$ cat src/hw/rtl/maze_depth_first_explorer_top_assert.svh
// Assertion macros for the maze explorer; empty bodies under synthesis.
`ifndef MAZE_DEPTH_FIRST_EXPLORER_TOP_ASSERT_SVH
`define MAZE_DEPTH_FIRST_EXPLORER_TOP_ASSERT_SVH

`ifndef SYNTHESIS

// Same-cycle implication
`define MDFE_ASSERT_NOW(label, clk, rst_n, cond, prop) \
    label: assert property (@(posedge clk) disable iff (!rst_n) (cond) |-> (prop)) \
        else $error("mdfe assertion failed");

// Next-cycle implication
`define MDFE_ASSERT_NEXT(label, clk, rst_n, cond, prop) \
    label: assert property (@(posedge clk) disable iff (!rst_n) (cond) |=> (prop)) \
        else $error("mdfe assertion failed");

`else

`define MDFE_ASSERT_NOW(label, clk, rst_n, cond, prop)
`define MDFE_ASSERT_NEXT(label, clk, rst_n, cond, prop)

`endif

`endif

$ cat src/hw/rtl/mdfe_pkg.sv
// Shared constants, codes and control types of the maze explorer.
package mdfe_pkg;

    localparam int GRID_SIDE   = 16;
    localparam int STORE_SIDE  = 2 * GRID_SIDE + 1;
    localparam int STORE_CELLS = STORE_SIDE * STORE_SIDE;
    localparam int MAZE_CELLS  = GRID_SIDE * GRID_SIDE;

    localparam int POS_W       = 4;
    localparam int MPOS_W      = $clog2(STORE_SIDE);
    localparam int MAZE_ADDR_W = $clog2(MAZE_CELLS);
    localparam int MARK_ADDR_W = $clog2(STORE_CELLS);
    localparam int MARK_W      = 9;
    localparam int KIND_W      = 2;
    localparam int OP_W        = 2;
    localparam int OUTCOME_W   = 3;
    localparam int PROBE_W     = 3;
    localparam int CFG_INDEX_W = 1;
    localparam int CFG_DATA_W  = 4;

    // Operations
    localparam logic [OP_W-1:0] OP_LOAD    = OP_W'(0);
    localparam logic [OP_W-1:0] OP_RESTART = OP_W'(1);
    localparam logic [OP_W-1:0] OP_STEP    = OP_W'(2);

    // Cell kinds
    localparam logic [KIND_W-1:0] KIND_EMPTY = KIND_W'(0);
    localparam logic [KIND_W-1:0] KIND_WALL  = KIND_W'(1);
    localparam logic [KIND_W-1:0] KIND_EXIT  = KIND_W'(2);

    // Outcomes
    localparam logic [OUTCOME_W-1:0] OUT_ACCEPTED = OUTCOME_W'(0);
    localparam logic [OUTCOME_W-1:0] OUT_ADVANCED = OUTCOME_W'(1);
    localparam logic [OUTCOME_W-1:0] OUT_BACKED   = OUTCOME_W'(2);
    localparam logic [OUTCOME_W-1:0] OUT_STUCK    = OUTCOME_W'(3);
    localparam logic [OUTCOME_W-1:0] OUT_AT_EXIT  = OUTCOME_W'(4);

    // Probe order: the robot's own cell, then up, down, left, right
    localparam logic [PROBE_W-1:0] PROBE_HERE  = PROBE_W'(0);
    localparam logic [PROBE_W-1:0] PROBE_UP    = PROBE_W'(1);
    localparam logic [PROBE_W-1:0] PROBE_DOWN  = PROBE_W'(2);
    localparam logic [PROBE_W-1:0] PROBE_LEFT  = PROBE_W'(3);
    localparam logic [PROBE_W-1:0] PROBE_RIGHT = PROBE_W'(4);

    // Configuration register indexes
    localparam logic [CFG_INDEX_W-1:0] CFG_START_ROW = CFG_INDEX_W'(0);
    localparam logic [CFG_INDEX_W-1:0] CFG_START_COL = CFG_INDEX_W'(1);

    localparam logic [MARK_W-1:0]  MARK_MAX    = '1;
    localparam logic [MPOS_W-1:0]  MARK_CENTRE = MPOS_W'(GRID_SIDE);
    localparam logic [POS_W-1:0]   POS_LAST    = POS_W'(GRID_SIDE - 1);

    // Commands from controller to datapath
    typedef struct packed {
        logic                 load_wr;
        logic                 clear_start;
        logic                 clear_wr;
        logic                 restart_set;
        logic                 probe_rd;
        logic                 probe_ev;
        logic                 advance;
        logic                 backup;
        logic                 set_outcome;
        logic [OUTCOME_W-1:0] outcome;
        logic                 res_load;
        logic [PROBE_W-1:0]   probe_idx;
    } mdfe_cmd_t;

    // Status from datapath to controller
    typedef struct packed {
        logic clear_last;
        logic exit_here;
        logic can_adv;
        logic back_any;
    } mdfe_stat_t;

endpackage

$ cat src/hw/rtl/mdfe_ctrl.sv
// Controller: sequences load, clear, restart and the four-way probe of a step.
module mdfe_ctrl (
    input  logic                        clk,
    input  logic                        rst_n,
    input  logic                        in_valid,
    output logic                        in_ready,
    input  logic [mdfe_pkg::OP_W-1:0]   op,
    output logic                        out_valid,
    input  logic                        out_ready,
    input  mdfe_pkg::mdfe_stat_t        stat,
    output mdfe_pkg::mdfe_cmd_t         cmd
);
    import mdfe_pkg::*;

    localparam logic [2:0] S_CLEAR    = 3'd0;
    localparam logic [2:0] S_IDLE     = 3'd1;
    localparam logic [2:0] S_CENTRE   = 3'd2;
    localparam logic [2:0] S_PROBE_RD = 3'd3;
    localparam logic [2:0] S_PROBE_EV = 3'd4;
    localparam logic [2:0] S_RESP     = 3'd5;

    logic [2:0]         state_reg, state_next;
    logic               restart_reg, restart_next;
    logic [PROBE_W-1:0] probe_reg, probe_next;
    logic               out_valid_reg, out_valid_next;

    // Next state and commands
    always_comb
    begin
        state_next   = state_reg;
        restart_next = restart_reg;
        probe_next   = probe_reg;
        cmd          = '0;
        cmd.probe_idx = probe_reg;
        in_ready     = 1'b0;

        unique case (state_reg)
            S_CLEAR:
            begin
                cmd.clear_wr = 1'b1;
                if (stat.clear_last)
                begin
                    state_next   = restart_reg ? S_CENTRE : S_IDLE;
                    restart_next = 1'b0;
                end
            end
            S_IDLE:
            begin
                in_ready = 1'b1;
                if (in_valid)
                begin
                    unique case (op)
                        OP_LOAD:
                        begin
                            cmd.load_wr     = 1'b1;
                            cmd.set_outcome = 1'b1;
                            cmd.outcome     = OUT_ACCEPTED;
                            state_next      = S_RESP;
                        end
                        OP_RESTART:
                        begin
                            cmd.clear_start = 1'b1;
                            restart_next    = 1'b1;
                            state_next      = S_CLEAR;
                        end
                        OP_STEP:
                        begin
                            probe_next = PROBE_HERE;
                            state_next = S_PROBE_RD;
                        end
                        default:
                        begin
                            cmd.set_outcome = 1'b1;
                            cmd.outcome     = OUT_ACCEPTED;
                            state_next      = S_RESP;
                        end
                    endcase
                end
            end
            S_CENTRE:
            begin
                cmd.restart_set = 1'b1;
                cmd.set_outcome = 1'b1;
                cmd.outcome     = OUT_ACCEPTED;
                state_next      = S_RESP;
            end
            S_PROBE_RD:
            begin
                cmd.probe_rd = 1'b1;
                state_next   = S_PROBE_EV;
            end
            S_PROBE_EV:
            begin
                cmd.probe_ev = 1'b1;
                if (probe_reg == PROBE_HERE)
                begin
                    if (stat.exit_here)
                    begin
                        cmd.set_outcome = 1'b1;
                        cmd.outcome     = OUT_AT_EXIT;
                        state_next      = S_RESP;
                    end
                    else
                    begin
                        probe_next = PROBE_UP;
                        state_next = S_PROBE_RD;
                    end
                end
                else if (stat.can_adv)
                begin
                    cmd.advance     = 1'b1;
                    cmd.set_outcome = 1'b1;
                    cmd.outcome     = OUT_ADVANCED;
                    state_next      = S_RESP;
                end
                else if (probe_reg == PROBE_RIGHT)
                begin
                    cmd.set_outcome = 1'b1;
                    if (stat.back_any)
                    begin
                        cmd.backup  = 1'b1;
                        cmd.outcome = OUT_BACKED;
                    end
                    else
                    begin
                        cmd.outcome = OUT_STUCK;
                    end
                    state_next = S_RESP;
                end
                else
                begin
                    probe_next = probe_reg + PROBE_W'(1);
                    state_next = S_PROBE_RD;
                end
            end
            S_RESP:
            begin
                if (!out_valid_reg || out_ready)
                begin
                    cmd.res_load = 1'b1;
                    state_next   = S_IDLE;
                end
            end
            default:
            begin
                state_next = S_IDLE;
            end
        endcase
    end

    // Hold the result word until taken
    always_comb
    begin
        out_valid_next = out_valid_reg;
        if (cmd.res_load)
        begin
            out_valid_next = 1'b1;
        end
        else if (out_ready)
        begin
            out_valid_next = 1'b0;
        end
    end

    always_ff @(posedge clk or negedge rst_n)
    begin
        if (!rst_n)
        begin
            state_reg     <= S_CLEAR;
            restart_reg   <= 1'b0;
            probe_reg     <= PROBE_HERE;
            out_valid_reg <= 1'b0;
        end
        else
        begin
            state_reg     <= state_next;
            restart_reg   <= restart_next;
            probe_reg     <= probe_next;
            out_valid_reg <= out_valid_next;
        end
    end

    assign out_valid = out_valid_reg;

endmodule
$ cat config.mk
export PLATFORM = sky130hd
export DESIGN_NAME = mdfe_ctrl
export DESIGN_NICKNAME = d
export VERILOG_FILES = /design/src/hw/rtl/maze_depth_first_explorer_top_assert.svh /design/src/hw/rtl/mdfe_pkg.sv /design/src/hw/rtl/mdfe_ctrl.sv
export SDC_FILE = /design/constraint.sdc
export NUM_CORES = 1
export LEC_CHECK = 0
export BUFFER_PORTS_ARGS = -buffer_cell sky130_fd_sc_hd__buf_4
export CELL_PAD_IN_SITES_DETAIL_PLACEMENT = 1
export CELL_PAD_IN_SITES_GLOBAL_PLACEMENT = 1
export CORE_MARGIN = 8
export CORE_UTILIZATION = 37
export CTS_CLUSTER_DIAMETER = 50
export DETAILED_ROUTE_END_ITERATION = 7
export GPL_TIMING_DRIVEN = 0
export PLACE_DENSITY = 0.86
export SLEW_MARGIN = 5
export SYNTH_ARGS = -nofsm -noshare
export SYNTH_HDL_FRONTEND = slang
export SYNTH_SLANG_ARGS = --single-unit
export TNS_END_PERCENT = 20
$ cat constraint.sdc
create_clock -name clk -period 2.8 [get_ports clk]
set_input_delay 0.14 -clock clk [delete_from_list [all_inputs] [get_ports clk]]
set_output_delay 0.14 -clock clk [all_outputs]
set_load 0.01 [all_outputs]
==> results.rst, run 1 <==
.. list-table::
   :header-rows: 1

   * - Metric
     - Value
   * - X dimension of the die
     - 62.2 microns
   * - Growth of design area from synthesis to finish
     - 33.2%
   * - Post-synth design cell area
     - 788 sq um
   * - Register-to-Register Path Depth
     - 6
   * - CP peak stage delay
     - 0.47 ns
   * - Final hold violations
     - 0
   * - Type of origin of the critical path
     - flip-flop
   * - Setup violators final
     - 0
   * - Bufs on Longest Clock Path
     - 2
   * - Uppermost layer routed
     - met4
   * - Post-route worst setup slack
     - 0.819 ns
   * - Final hold slack
     - 0.175 ns
   * - Number of max-cap violations
     - 0
   * - Critical Path RT
     - 2.66 ns
   * - Share of layout cells above drive strength 1
     - 36.2%
   * - Number of filler cells placed in the layout
     - 256
   * - Overall routed net length
     - 2350 microns
   * - Top-area cell type share of the netlist area
     - 25.4%
   * - Startpoint of the worst register-to-register path
     - probe_reg[0]$_DFFE_PN0P_
   * - Nature of the critical path endpoint
     - output pin
   * - Estimated wirelength of the detail-placed design
     - 1840 microns
   * - Post-synthesis instance total
     - 97
   * - Via count
     - approximately 830
   * - Length of routed met3 wiring
     - 108 microns
   * - Pin count of the biggest net entering global routing
     - 11
   * - Cell mode on critical path
     - buf_4
   * - Final worst path period share
     - 70.8%
   * - Net count, final
     - 144
   * - Number of global-route vias before repair
     - about 900
   * - Clk sinks
     - 8
   * - Number of antenna violations at the first check in global routing
     - 0
   * - Cell total after placement
     - 150
   * - Setup TNS
     - 0 ns
   * - Shortest period the worst path allows
     - 1.98 ns
   * - RSZ-0062 raised after global routing
     - false
   * - Critical setup path kind
     - flip-flop to output pin
   * - Top post-synthesis cells by area
     - dfrtp_1, ha_1, a21oi_1, buf_4, nor2_1
   * - Number of rows created at floorplan
     - 16
   * - Number of routed nets with antenna violations
     - 0
   * - First-pass detailed-route iteration total
     - 4
   * - Area of the die
     - about 3900 sq um
   * - Final std cell area, no fill
     - 1050 sq um
   * - Top-level port count
     - 28
   * - Post-route core utilization
     - 53.0%
   * - Result of the run
     - finished, final reports clean
   * - Post-route DRC
     - 0
   * - Flip-flop and latch area
     - about 200 sq um
   * - Number of buffers created by CTS
     - 3
   * - DRC marker count from the first detailed-route iteration
     - 17
   * - Skew-Pair Late Insertion Delay
     - 0.25 ns
   * - H-tree depth
     - 1
   * - Overall Global Routing Usage
     - a little over an eighth
   * - Clock input transition at the sequential cells of the worst setup and hold paths
     - 0.06 ns
   * - Clock tree root driver cell
     - clkbuf_4
   * - Endpoint of the worst hold path
     - out_valid$_DFFE_PN0P_
   * - DRT met1 WL
     - 1020 microns
   * - Hold path startpoint
     - out_ready
   * - Number of buffers inserted for hold repair after clock tree synthesis
     - 1
   * - Ratio of total power to cell area
     - 853 nW/um^2
   * - Post-cts repair resize count
     - 0
   * - Number of post-CTS setup repair buffers
     - 0
   * - Post-Place Cell Area
     - around 1000 sq um
   * - Initial core utilization
     - 39.8%
   * - Final standard cell count with taps included and fillers excluded
     - 154
   * - Kind of cell adding the most delay to the critical path
     - flip-flops
   * - Via density
     - 5.40
   * - Weighted congestion at the end of routability-driven global placement
     - 0.808
   * - Number of buffer and inverter instances along the worst setup path
     - 3
   * - Cell chain of the critical path
     - inv_1, ha_1, buf_4, nand2b_4, o22ai_2, o21a_1, o21ai_1, buf_4
   * - Global-route congestion overflow total
     - 0
   * - Fin Clk Skew
     - 0.00349 ns
   * - Metal2 WL
     - roughly 1200 microns
   * - Slew of the pin with the lowest slew margin
     - roughly 0.28 ns
   * - Register area share after synthesis
     - 25.4%
   * - Cell depth of the worst hold path
     - 3
   * - Synth Area per Inst
     - 8.13 sq um
   * - Maximum ir drop on the vdd rail
     - about 0.00040 V
   * - Final Total Pwr
     - 896 uW
   * - Reg-to-reg endpoint
     - probe_reg[2]$_DFFE_PN0P_
   * - Warnings from Yosys
     - 0
   * - Worst-case headroom to the max-slew limit
     - 81.2%
   * - CTS tree
     - yes
   * - Synthesis-stage register bit count
     - 8
   * - Worst Setup Slack post-DPL
     - around 1.1 ns
   * - F_max
     - 0.505 GHz
   * - Die Y-Extent
     - 62.2 microns
   * - Multi-input combinational cell area
     - about 500 sq um
   * - Biggest fanout along the worst timing path
     - 8
   * - Worst Path Arrival
     - 1.84 ns
   * - Number of port buffers
     - 26
   * - Syn Nets
     - 112
   * - Register-to-register setup slack
     - 1.15 ns
   * - Core ar.
     - roughly 2000 sq um
   * - Cell taking the most area after synthesis
     - dfrtp_1
   * - Average wire per standard cell
     - approximately 15 microns
   * - Critical Path Stages
     - 8
   * - Antenna diode instance count
     - 0
   * - Global-route wire length before repair
     - between 4000 and 5000 microns
   * - Post-synthesis cell type count
     - 40
   * - Max-slew violations
     - 0
   * - Leakage power summed over all cells
     - 0.529 nW
   * - Slowest cell on crit path
     - dfrtp_1
   * - Hold/Removal Path Class
     - input pin to flip-flop
==> layer usage <==
layer	up-vias	track usage, %
met5	-	0
met4	0	6.71
met3	4	2.33
met2	24	21.0
met1	404	16.2
li1	399	-
==> area by class of cell <==
type	count	area share [%]
timing repair buffer	27	19.5
tap	27	3.22
clock buffer	3	2.15
sequential	8	19.1
inverter	8	3.10
buffer	7	4.29
multi-input combinational	74	48.6
==> cell usage in the layout, fill, tap and decap left out, drive strengths merged, types with 3 or more instances in the layout <==
cell type / instances
a21oi: 7
ha: 5
nor3: 3
buf: 32
nand3: 3
dfrtp: 8
inv: 8
o21ai: 5
nor2: 9
clkbuf: 4
nand2b: 4
nor2b: 3
nand2: 9
==> cells in the mapped netlist <==
master,n
o21ai_0,2
nand2_2,2
o21ai_1,2
a311oi_2,1
and3_1,1
and4bb_4,1
or3_1,1
o31ai_1,2
ha_1,5
dfrtp_1,8
inv_4,1
a21o_1,2
nand3b_1,2
nand2b_1,3
nand3_1,3
nor4_1,1
nor2b_1,3
buf_4,4
nand2b_4,1
mux2i_1,2
a32oi_1,1
and2b_1,1
inv_1,7
o22ai_2,1
clkbuf_2,1
o21a_1,1
o221ai_1,1
nor3_1,3
nand2_1,7
or2b_1,1
o22ai_1,1
o221a_4,1
nor2_1,8
buf_2,2
o2bb2ai_1,1
a31oi_1,2
o21ai_2,1
a21oi_1,7
nor2_2,1
and2_1,2
==> worst reg2reg max path, delay by kind of cell, from the launching register on <==
family | cells | cell delay, ns
buffers and inverters | 2 | 0.25
adders and majority gates | 1 | 0.20
DFF | 1 | 0.47
AOI/OAI and AO/OA | 3 | 0.60
==> logic make-up after synthesis <==
family / Yosys count / share of synthesized area, %
fa+ha+maj: 5 / 7.94
simple gates: 41 / 29.7
flops: 8 / 25.4
mux: 2 / 2.54
compound gates: 26 / 24.6
buf+inv: 15 / 9.84
==> how the worst max path moves through the flow <==
stage                             start  endpoint  slack, ns
4_1_cts        probe_reg[0]$_DFFE_PN0P_    cmd[7]       0.81
3_3_place_gp   probe_reg[0]$_DFFE_PN0P_    cmd[7]       1.15
2_1_floorplan  probe_reg[0]$_DFFE_PN0P_    cmd[7]       1.25
5_1_grt        probe_reg[0]$_DFFE_PN0P_    cmd[7]       0.71
6_report       probe_reg[0]$_DFFE_PN0P_    cmd[7]       0.82
3_5_place_dp   probe_reg[0]$_DFFE_PN0P_    cmd[7]       1.11
==> power by group <==
group	switching [mW]	total [mW]	internal (mW)
Combinational	0.327	0.602	0.275
Clock	0.0425	0.0918	0.0493
Sequential	0.0442	0.202	0.158
Total	0.414	0.896	0.482
Note: power is estimated with default switching activity, not from simulation.
==> run 2: changes to the inputs <==
--- a/config.mk
+++ b/config.mk
@@ -9,11 +9,11 @@
 export CELL_PAD_IN_SITES_DETAIL_PLACEMENT = 1
 export CELL_PAD_IN_SITES_GLOBAL_PLACEMENT = 1
 export CORE_MARGIN = 8
-export CORE_UTILIZATION = 37
+export CORE_UTILIZATION = 34
 export CTS_CLUSTER_DIAMETER = 50
 export DETAILED_ROUTE_END_ITERATION = 7
 export GPL_TIMING_DRIVEN = 0
-export PLACE_DENSITY = 0.86
+export PLACE_DENSITY = 0.81
 export SLEW_MARGIN = 5
 export SYNTH_ARGS = -nofsm -noshare
 export SYNTH_HDL_FRONTEND = slang
==> constraint.sdc (replaced) <==
create_clock -name clk -period 1.94 [get_ports clk]
set_input_delay 0.097 -clock clk [delete_from_list [all_inputs] [get_ports clk]]
set_output_delay 0.097 -clock clk [all_outputs]
set_load 0.01 [all_outputs]
==> results.rst, run 2 (synthesis results as in run 1) <==
.. list-table::
   :header-rows: 1

   * - Metric
     - Value
   * - Result of the run
     - finished, final reports clean
   * - Clock tree root driver cell
     - clkbuf_4
   * - Slowest cell on crit path
     - dfrtp_1
   * - Global-route congestion overflow total
     - 0
   * - Critical setup path kind
     - flip-flop to output pin
   * - Clk pwr share
     - 9.3%
   * - Net count, final
     - 146
   * - Clk sinks
     - 8
   * - Final worst path period share
     - 93.5%
   * - Leakage power summed over all cells
     - 0.540 nW
   * - Number of buffers created by CTS
     - 3
   * - Number of antenna violations at the first check in global routing
     - 0
   * - Maximum ir drop on the vdd rail
     - 0.000565 V
   * - Die Y-Extent
     - 64.2 microns
   * - Initial core utilization
     - 35.6%
   * - Cell depth of the worst hold path
     - 3
   * - RSZ-0062 raised after global routing
     - false
   * - Top-level port count
     - 28
   * - Pin count of the biggest net entering global routing
     - 11
   * - Number of port buffers
     - 26
   * - Hold/Removal Path Class
     - input pin to flip-flop
   * - CTS tree
     - yes
   * - Overall routed net length
     - 2410 microns
   * - Final standard cell count with taps included and fillers excluded
     - between 150 and 200
   * - H-tree depth
     - 1
   * - Core ar.
     - 2210 sq um
   * - Via density
     - 5.25
   * - Pint
     - 742 uW
   * - Fin Clk Skew
     - 0.00657 ns
   * - Number of rows created at floorplan
     - 17
   * - Area of the die
     - 4120 sq um
   * - Antenna diode instance count
     - 0
   * - Slew of the pin with the lowest slew margin
     - 0.263 ns
   * - Max-slew violations
     - 0
   * - Estimated wirelength of the detail-placed design
     - 1950 microns
   * - Nature of the critical path endpoint
     - output pin
   * - Switching share of power
     - a little under half
   * - Share of layout cells above drive strength 1
     - 38.0%
   * - Clock input transition at the sequential cells of the worst setup and hold paths
     - 0.06 ns
   * - Register-to-Register Path Depth
     - 7
   * - X dimension of the die
     - 64.2 microns
   * - F_max
     - 0.551 GHz
   * - Average wire per standard cell
     - ~15 microns
   * - Worst Path Arrival
     - 1.72 ns
   * - Sw power
     - 624 uW
   * - Number of max-cap violations
     - 0
   * - Number of global-route vias before repair
     - about 850
   * - Cell chain of the critical path
     - inv_1, ha_1, buf_6, nand2b_4, o22ai_4, o21a_1, o21ai_1, buf_4
   * - Kind of cell adding the most delay to the critical path
     - compound AO/OA/AOI/OAI gates
   * - Most common cell after layout, fill and taps aside
     - buf_4
   * - Post-route DRC
     - 0
   * - Ratio of total power to cell area
     - 1270 nW/um^2
   * - Combinational cell fraction of total power
     - 69.7%
   * - Cell total after placement
     - 151
   * - Type of origin of the critical path
     - flip-flop
   * - Number of buffer and inverter instances along the worst setup path
     - 3
   * - Sequential cell fraction of total power
     - between 20% and 30%
   * - Final hold violations
     - 0
   * - Bufs on Longest Clock Path
     - 2
   * - Overall Global Routing Usage
     - 11.8%
   * - Worst Setup Slack post-DPL
     - 0.270 ns
   * - Number of routed nets with antenna violations
     - 0
   * - Critical Path Stages
     - 8
   * - Post-route worst setup slack
     - 0.125 ns
   * - Final Total Pwr
     - 1.37 mW
   * - Skew-Pair Late Insertion Delay
     - 0.25 ns
   * - Biggest fanout along the worst timing path
     - 8
   * - Weighted congestion at the end of routability-driven global placement
     - ~0.80
   * - Global-route wire length before repair
     - 3960 microns
   * - Critical Path RT
     - 1.84 ns
   * - First-pass detailed-route iteration total
     - 4
   * - Shortest period the worst path allows
     - 1.81 ns
   * - Growth of design area from synthesis to finish
     - 36.8%
   * - Worst-case headroom to the max-slew limit
     - 82.3%
   * - DRC marker count from the first detailed-route iteration
     - 7
   * - Commonest cells after routing, fill and taps aside
     - buf_4, nor2_1
   * - CP peak stage delay
     - 0.39 ns
   * - Via count
     - roughly 830
   * - Setup TNS
     - 0 ns
   * - Setup violators final
     - 0
run 2: layer usage:
layer  vias up  global-route usage [%]  share of wire (%)
met5         -                       0                  0
met3         4                    2.61                3.3
li1        406                       -                  -
met4         0                    6.54                1.5
met1       397                    13.5                 46
met2        18                    19.9                 49
run 2: final timing paths:
path                                           from                       end  slack (ns)
max in group asynchronous                     rst_n  probe_reg[0]$_DFFE_PN0P_        1.60
min in group asynchronous                     rst_n  probe_reg[1]$_DFFE_PN0P_        0.20
setup reg to reg           probe_reg[1]$_DFFE_PN0P_  probe_reg[2]$_DFFE_PN0P_        0.36
setup / recovery           probe_reg[1]$_DFFE_PN0P_                    cmd[7]        0.13
hold reg to reg               out_valid$_DFFE_PN0P_     out_valid$_DFFE_PN0P_        0.52
hold / removal                            out_ready     out_valid$_DFFE_PN0P_        0.14
run 2: timing repair:
| action | in CTS | in global routing |
|---|---|---|
| gates resized for setup | 1 | 2 |
| hold buffers | 1 | 0 |
| setup buffers | 0 | 2 |
| setup endpoints to repair | 1 | 1 |
| pin swaps | 0 | 1 |
| endpoints found under the hold margin | 8 | 0 |
run 2: per-stage QoR:
step / utilization [%] / hold slack (ns) / instance area, sq um
6_report: 48.8 / 0.135 / 1080
3_5_place_dp: 46.0 / -0.0756 / 1020
2_1_floorplan: - / -0.199 / 788
5_1_grt: 48.8 / 0.152 / 1080
3_3_place_gp: 46.0 / -0.0765 / 1020
4_1_cts: 47.6 / 0.128 / 1050
run 2: area by class of cell:
class | instances | area, sq um
plain buffers | 7 | 48.8
clock buffers | 3 | 22.5
fillers | 279 | 1130
inverters | 8 | 32.5
multi-input cells | 74 | 518
flip-flops and latches | 8 | 201
well taps | 28 | 35.0
repair buffers | 29 | 220
run 2: power by group through the flow:
stage,clock network (mW),logic (mW),registers [mW]
detailed placement,0,0.875,0.295
global route,0.152,1.05,0.295
floorplan,0,0.593,0.290
finish,0.127,0.952,0.287
CTS,0.136,0.879,0.294
global placement,0,0.842,0.290
run 2: worst reg2reg max path, stage by stage (launching register included):
cell and delay (ns):
dfrtp_1 0.39, inv_1 0.10, ha_1 0.17, buf_6 0.15, nand2b_4 0.10, o221a_4 0.23, o31ai_1 0.22, o21ai_1 0.09
